## src/hw/rtl/rtbd_pkg.sv

```systemverilog
package rtbd_pkg;

	// Field widths of the item formats.
	localparam int SCORE_W = 16;
	localparam int DIST_W  = 16;
	localparam int ANGLE_W = 16;
	localparam int POS_W   = 8;
	localparam int SIZE_W  = 17;
	localparam int CENTER_W = 20;
	localparam int DEG_W   = 16;
	localparam int IN_DATA_W  = 112;
	localparam int OUT_DATA_W = 112;

	// Internal datapath widths: x and y hold Q.30 values near one, z a Q.30 angle.
	localparam int XY_W = 33;
	localparam int Z_W  = 34;
	localparam int DIFF_W = 17;
	localparam int PROD_W = 50;
	localparam int DEGP_W = 41;

	// Cells at or beyond this column or row are dropped.
	localparam int unsigned MAP_SIZE_MAX = 256;

	// Number of entries in the arctangent table.
	localparam int ATAN_ENTRIES = 24;

	// Fixed-point constants.
	localparam logic signed [XY_W-1:0] CORDIC_GAIN_Q30 = 33'sd652032874;
	localparam logic signed [Z_W-1:0]  PI_Q30          = 34'sd3373259426;
	localparam logic signed [Z_W-1:0]  HALF_PI_Q30     = 34'sd1686629713;
	localparam logic signed [23:0]     DEG_PER_RAD_Q16 = 24'sd3754936;
	localparam logic [15:0]            THRESHOLD_RESET = 16'd32768;

	// One input item after unpacking.
	typedef struct packed {
		logic [SCORE_W-1:0]        cell_score;
		logic [DIST_W-1:0]         dist_top;
		logic [DIST_W-1:0]         dist_right;
		logic [DIST_W-1:0]         dist_bottom;
		logic [DIST_W-1:0]         dist_left;
		logic signed [ANGLE_W-1:0] box_angle;
		logic [POS_W-1:0]          cell_col;
		logic [POS_W-1:0]          cell_row;
	} in_item_t;

	// Rotation state that walks through the CORDIC stages.
	typedef struct packed {
		logic signed [XY_W-1:0] x;
		logic signed [XY_W-1:0] y;
		logic signed [Z_W-1:0]  z;
		logic                   flip;
	} cord_t;

	// Values that ride alongside the rotation state.
	typedef struct packed {
		logic [SIZE_W-1:0]          box_width;
		logic [SIZE_W-1:0]          box_height;
		logic signed [DIFF_W-1:0]   diff_rl;
		logic signed [DIFF_W-1:0]   diff_bt;
		logic [SCORE_W-1:0]         score;
		logic signed [DEGP_W-1:0]   deg_prod;
		logic [POS_W-1:0]           cell_col;
		logic [POS_W-1:0]           cell_row;
	} side_t;

	// One result item before packing.
	typedef struct packed {
		logic signed [CENTER_W-1:0] center_x;
		logic signed [CENTER_W-1:0] center_y;
		logic [SIZE_W-1:0]          box_width;
		logic [SIZE_W-1:0]          box_height;
		logic signed [DEG_W-1:0]    angle_degrees;
		logic [SCORE_W-1:0]         box_score;
	} out_item_t;

	// Arctangent of 2^-idx in Q.30.
	function automatic logic [29:0] atan_q30(input logic [4:0] idx);
		logic [29:0] v;
		case (idx)
			5'd0:  v = 30'd843314857;
			5'd1:  v = 30'd497837829;
			5'd2:  v = 30'd263043837;
			5'd3:  v = 30'd133525159;
			5'd4:  v = 30'd67021687;
			5'd5:  v = 30'd33543516;
			5'd6:  v = 30'd16775851;
			5'd7:  v = 30'd8388437;
			5'd8:  v = 30'd4194283;
			5'd9:  v = 30'd2097149;
			5'd10: v = 30'd1048576;
			5'd11: v = 30'd524288;
			5'd12: v = 30'd262144;
			5'd13: v = 30'd131072;
			5'd14: v = 30'd65536;
			5'd15: v = 30'd32768;
			5'd16: v = 30'd16384;
			5'd17: v = 30'd8192;
			5'd18: v = 30'd4096;
			5'd19: v = 30'd2048;
			5'd20: v = 30'd1024;
			5'd21: v = 30'd512;
			5'd22: v = 30'd256;
			5'd23: v = 30'd128;
			default: v = 30'd0;
		endcase
		return v;
	endfunction

endpackage

```

## src/hw/rtl/rtbd_cordic_step.sv

```systemverilog
module rtbd_cordic_step #(
	parameter int STEP = 0
) (
	input  logic             clk,
	input  logic             arst_n,
	input  logic             in_valid,
	output logic             in_ready,
	input  rtbd_pkg::cord_t  in_cord,
	input  rtbd_pkg::side_t  in_side,
	output logic             out_valid,
	input  logic             out_ready,
	output rtbd_pkg::cord_t  out_cord,
	output rtbd_pkg::side_t  out_side
);

	logic                    vld_s1;
	rtbd_pkg::cord_t         cord_s1;
	rtbd_pkg::side_t         side_s1;
	rtbd_pkg::cord_t         cord_d;
	logic signed [rtbd_pkg::XY_W-1:0] dx;
	logic signed [rtbd_pkg::XY_W-1:0] dy;
	logic signed [rtbd_pkg::Z_W-1:0]  atan_v;

	// One rotation: shifts floor toward minus infinity.
	assign dx     = in_cord.y >>> STEP;
	assign dy     = in_cord.x >>> STEP;
	assign atan_v = $signed({4'd0, rtbd_pkg::atan_q30(5'(STEP))});

	always_comb begin
		cord_d.flip = in_cord.flip;
		if (in_cord.z >= 0) begin
			cord_d.x = in_cord.x - dx;
			cord_d.y = in_cord.y + dy;
			cord_d.z = in_cord.z - atan_v;
		end else begin
			cord_d.x = in_cord.x + dx;
			cord_d.y = in_cord.y - dy;
			cord_d.z = in_cord.z + atan_v;
		end
	end

	assign in_ready = !vld_s1 || out_ready;

	always_ff @(posedge clk or negedge arst_n) begin
		if (!arst_n) begin
			vld_s1 <= 1'b0;
		end else if (in_ready) begin
			vld_s1 <= in_valid;
		end
	end

	always_ff @(posedge clk) begin
		if (in_ready && in_valid) begin
			cord_s1 <= cord_d;
			side_s1 <= in_side;
		end
	end

	assign out_valid = vld_s1;
	assign out_cord  = cord_s1;
	assign out_side  = side_s1;

endmodule

```

## config.mk

```make
export PLATFORM = sky130hd
export DESIGN_NAME = rtbd_cordic_step
export DESIGN_NICKNAME = d
export VERILOG_FILES = /design/src/hw/rtl/rtbd_pkg.sv /design/src/hw/rtl/rtbd_cordic_step.sv
export SDC_FILE = /design/constraint.sdc
export NUM_CORES = 1
export LEC_CHECK = 0
export ABC_AREA = 1
export BUFFER_PORTS_ARGS = -buffer_cell sky130_fd_sc_hd__buf_2
export CORE_AREA = 4 4 189 191
export DETAILED_ROUTE_END_ITERATION = 10
export DIE_AREA = 0 0 193 195
export HOLD_SLACK_MARGIN = 0.15
export PLACE_DENSITY = 0.74
export SLEW_MARGIN = 20
export SYNTH_ARGS = -nofsm -noshare
export SYNTH_HDL_FRONTEND = slang
export SYNTH_SLANG_ARGS = --single-unit
```

## constraint.sdc

```tcl
create_clock -name clk -period 14.7 [get_ports clk]
set_input_delay 2.205 -clock clk [delete_from_list [all_inputs] [get_ports clk]]
set_output_delay 2.205 -clock clk [all_outputs]
set_load 0.01 [all_outputs]
```

Yosys cells after proc, flatten, opt, wreduce, memory -nomap -nowiden:

Index checks and enable logic that the tools add are counted.

* reductions and logical operators: 3
* magnitude comparators: 1
* multiplexer cells: 1
* add/sub/neg operators: 5

Operators by type and width (number)
* two-way mux 100 bit: 1
* subtractor 33 bit: 2
* adder 34 x 31 -> 34 bit, second input constant: 1
* >= comparator 34 x 1 -> 1 bit, second input constant: 1
* subtractor 34 x 31 -> 34 bit, second input constant: 1
* adder 33 bit: 1
* logical AND 1 bit: 1
* logical NOT 1 bit: 1
* logical OR 1 bit: 1

* bits of input ports: 246
* flip-flop bits (word level): 243
* output and inout bits: 244
* logic and storage cells: 23

Logic depth before layout (Yosys ltp):

* word-level depth: 3
* gate-level depth with buffers: 19
* gate-level depth less buffers: 18

Worst setup path before layout:

No wires, ideal clock.

* path type: input to register
* from: input in_valid
* to: register cord_s1, in the netlist out_cord[0] (enable)
* slack: -0.029 ns
* data arrival time: 13.806 ns
* library setup time: 0.923 ns
* stages: 2
* buffers on the path: 0
* data required time: 13.777 ns
* cell sequence: inv_1 > a21oi_1

* cells in the longest elaborated chain, start to end: 1

RTL lines
* start: declaration: line rtbd_cordic_step.sv:6 `input logic in_valid,`
* logical AND 1 bit: line rtbd_cordic_step.sv:53 `if (in_ready && in_valid) begin`
* end signal: assignment: line rtbd_cordic_step.sv:54 `cord_s1 <= cord_d;`
* end: declaration: line rtbd_cordic_step.sv:17 `rtbd_pkg::cord_t cord_s1;`

No other way between the ends.
A chain may end at the register's enable or synchronous reset.

==> flow_summary.toml <==
[outcome]
status = "finished clean"

[synthesis]
synth_commonest_cells = "nand2_1, inv_1, edfxtp_1"
synth_edf_count = 241
ys_ff_latch = 242
syn_avg_cell_area_um2 = 7.75
syn_area_um2 = 17100
ys.flop_type = "edfxtp_1"
syn_inst = 2205
yosysWarnings = 0
yosysSeqAreaShare = 0.425
synth.most_common_cell = "nand2_1"
async_flop_share = 0.00413
synth_area_leader_cell = "edfxtp_1"
netlist-cell-type-count = 41
synth_top_cell_area_share = 0.423
synth_area_leaders = "edfxtp_1, nand2_1, ha_1, inv_1, nand3_1"
synth_nets = 2584

[sta]
maxSlewViolCount = 0
fin_skew_ns = 0.0282
relSlewSlack = 0.235
worst_pin_slew_ns = 1.15
finalCritPeriodShare = 0.370
hold_viol = 0
setup_tns_ns = 0
final-setup-viol-count = 0
fmax_ghz = 0.184
rsz0062_at_grt = "no"
post-route-min-period_ns = 5.44

[finish]
synthToLayoutAreaGrowth_pct = 21.5
nets = 3062
layout-drive-gt1-share = 0.213
multi_input_area_um2 = 8250
nFillCells = 3108
seqCellArea_um2 = 7260

[global_routing]
grt_overflow = 0
grt_max_degree = 186
antenna_found_initial = 22
grt_pass1_wl_mm = 96.9
grt_pass1_vias = 16100
grt_usage = 0.344

[floorplanning]
fp.dieH_um = 195
die-area_um2 = 37600
boundaryPins = 490
die_width_um = 193
core_area_um2 = 34100
rows = 68
start_util = 0.501

[setup_path]
cp-end-kind = "register"
crit_type = "input port to register"
cp_common_cell = "nand2_1"
crit_chain = "buf_2, inv_1, ha_1, nand3_1, nor3_2, nand3b_1, o21ai_4, buf_4, ha_1, a21oi_1, o21ai_0, a21oi_1, o21ai_1, nand2_1, nand2_1, nand2_1, nand2_1"
start_kind = "input port"
required_ns = 15.00
path_max_fanout = 82
slowest_delay_ns = 0.75
crit_slowest_cell = "buf_4"
cp.buffers_inverters = 3
crit_family = "compound AO/OA/AOI/OAI gates"
cp.arrival_ns = 5.75

[clocking]
ctsRootBufferMaster = "clkbuf_16"
cts-resized-gates = 0
numClockSinks = 242
clock_latency_ns = 0.57
cts_setup_buffers = 0
clockBufferDepth = 3
cts_buffers = 27
cts_hold_buf = 0
clk_pin_slew_ns = 0.06
htree_levels = 1
cts_tree = "yes"

[routing]
antenna_left = 0
vias_per_cell = 5.37
drtIter0Drc = 1810
wl_per_cell_um = 21.4
drt_pass1_iterations = 6
num_vias = 17000
wl_mm = 67.7
drc = 0

[min_path]
worstHoldPathType = "register to register"

[place]
io_buffers = 489
hpwl_mm = 56.5
gp_congestion = 1.03

[power]
p_leak_nw = 10.5
ir_worst_vdd_mv = 0.111
finalPower_mw = 2.10
power_density_nw_per_um2 = 101

[job]
maxCapViolCount = 0
-- flip-flops by register name, summed over array words and instances (netlist names) --
| signal | flops |
|---|---|
| out_valid | 1 |
| out_side | 141 |
| out_cord | 100 |
-- cells by family after synthesis --
kind of cell / after synthesis / share of synthesized area
DFF: 242 / 0.425
AOI/OAI and AO/OA: 255 / 0.0817
xor gates and xnor gates: 52 / 0.0267
adders and majority gates: 133 / 0.0991
buffers and inverters: 391 / 0.0938
and+or+nand+nor: 1132 / 0.274
-- stage by stage --
| step | area, µm² | utilization | setup WS (ns) | hold WS, ns | std cells |
|---|---|---|---|---|---|
| 2_1_floorplan | 17100 | - | 4.95 | 0.631 | 2205 |
| 3_3_place_gp | 19900 | 0.582 | 8.87 | 0.573 | 3109 |
| 3_5_place_dp | 19900 | 0.582 | 8.74 | 0.612 | 3109 |
| 4_1_cts | 20700 | 0.608 | 9.32 | 0.634 | 3158 |
| 5_1_grt | 20800 | 0.608 | 9.06 | 0.646 | 3161 |
| 6_report | 20800 | 0.608 | 9.26 | 0.625 | 3164 |
-- power breakdown --
part           switching [mW]  total, mW  internal (mW)
clock network           0.279      0.673          0.394
registers              0.0237      0.856          0.832
logic                   0.386      0.570          0.183
-- final timing paths --
path | from | end | slack [ns] | depth (start not counted)
worst max-delay path | in_cord[34] | out_cord[28] | 9.26 | 17
worst max register to register | out_valid | out_cord[49] | 12.81 | 2
worst min-delay path | out_valid | out_valid | 0.62 | 2
max in group asynchronous | arst_n | out_valid | 13.19 | 1
min in group asynchronous | arst_n | out_valid | 1.43 | 1
worst min register to register | out_valid | out_valid | 0.62 | 2
-- area by class of cell --
| class | instances | area share |
|---|---|---|
| Multi-Input combinational cell | 1572 | 0.397 |
| Sequential cell | 242 | 0.350 |
| Timing Repair Buffer | 493 | 0.120 |
| Inverter | 347 | 0.0627 |
| Clock buffer | 35 | 0.0340 |
| Tap cell | 455 | 0.0274 |
| Clock inverter | 14 | 0.00808 |
| Antenna cell | 6 | 0.000723 |
-- layout by cell type (no fill, tap or decap), drive strengths merged, types with 3 or more instances in the layout --
master | Yosys | routed
diode | 0 | 6
edfxtp | 241 | 241
or2 | 5 | 5
clkinv | 0 | 7
nand3 | 166 | 166
o21a | 5 | 5
o21bai | 15 | 15
bufinv | 0 | 3
xor2 | 47 | 47
o211ai | 5 | 5
ha | 129 | 129
nand4 | 17 | 17
a21o | 4 | 4
buf | 42 | 493
clkbuf | 2 | 35
o21ai | 100 | 100
nor2 | 213 | 213
and2 | 6 | 6
nor3 | 19 | 19
inv | 347 | 350
nand2 | 700 | 700
nand3b | 4 | 4
xnor2 | 5 | 5
fa | 4 | 4
a21oi | 124 | 124
-- worst reg2reg max path, delay by kind of cell, from the launching register on --
family / cells / cell delay [ns]
buffers and inverters: 1 / 0.56
flip-flops: 1 / 0.43
AO/OA/AOI/OAI: 1 / 0.21
-- metal layers --
metal  GRT usage  share of wire  wire length, µm  vias to the layer above
li1            -              -                -                     8063
met1       0.456           0.39            26500                     7781
met2       0.546           0.44            30100                      914
met3      0.0715           0.11             7520                      196
met4       0.148          0.050             3390                       22
met5           0         0.0021              140                        -
Note: power is estimated with default switching activity, not from simulation.
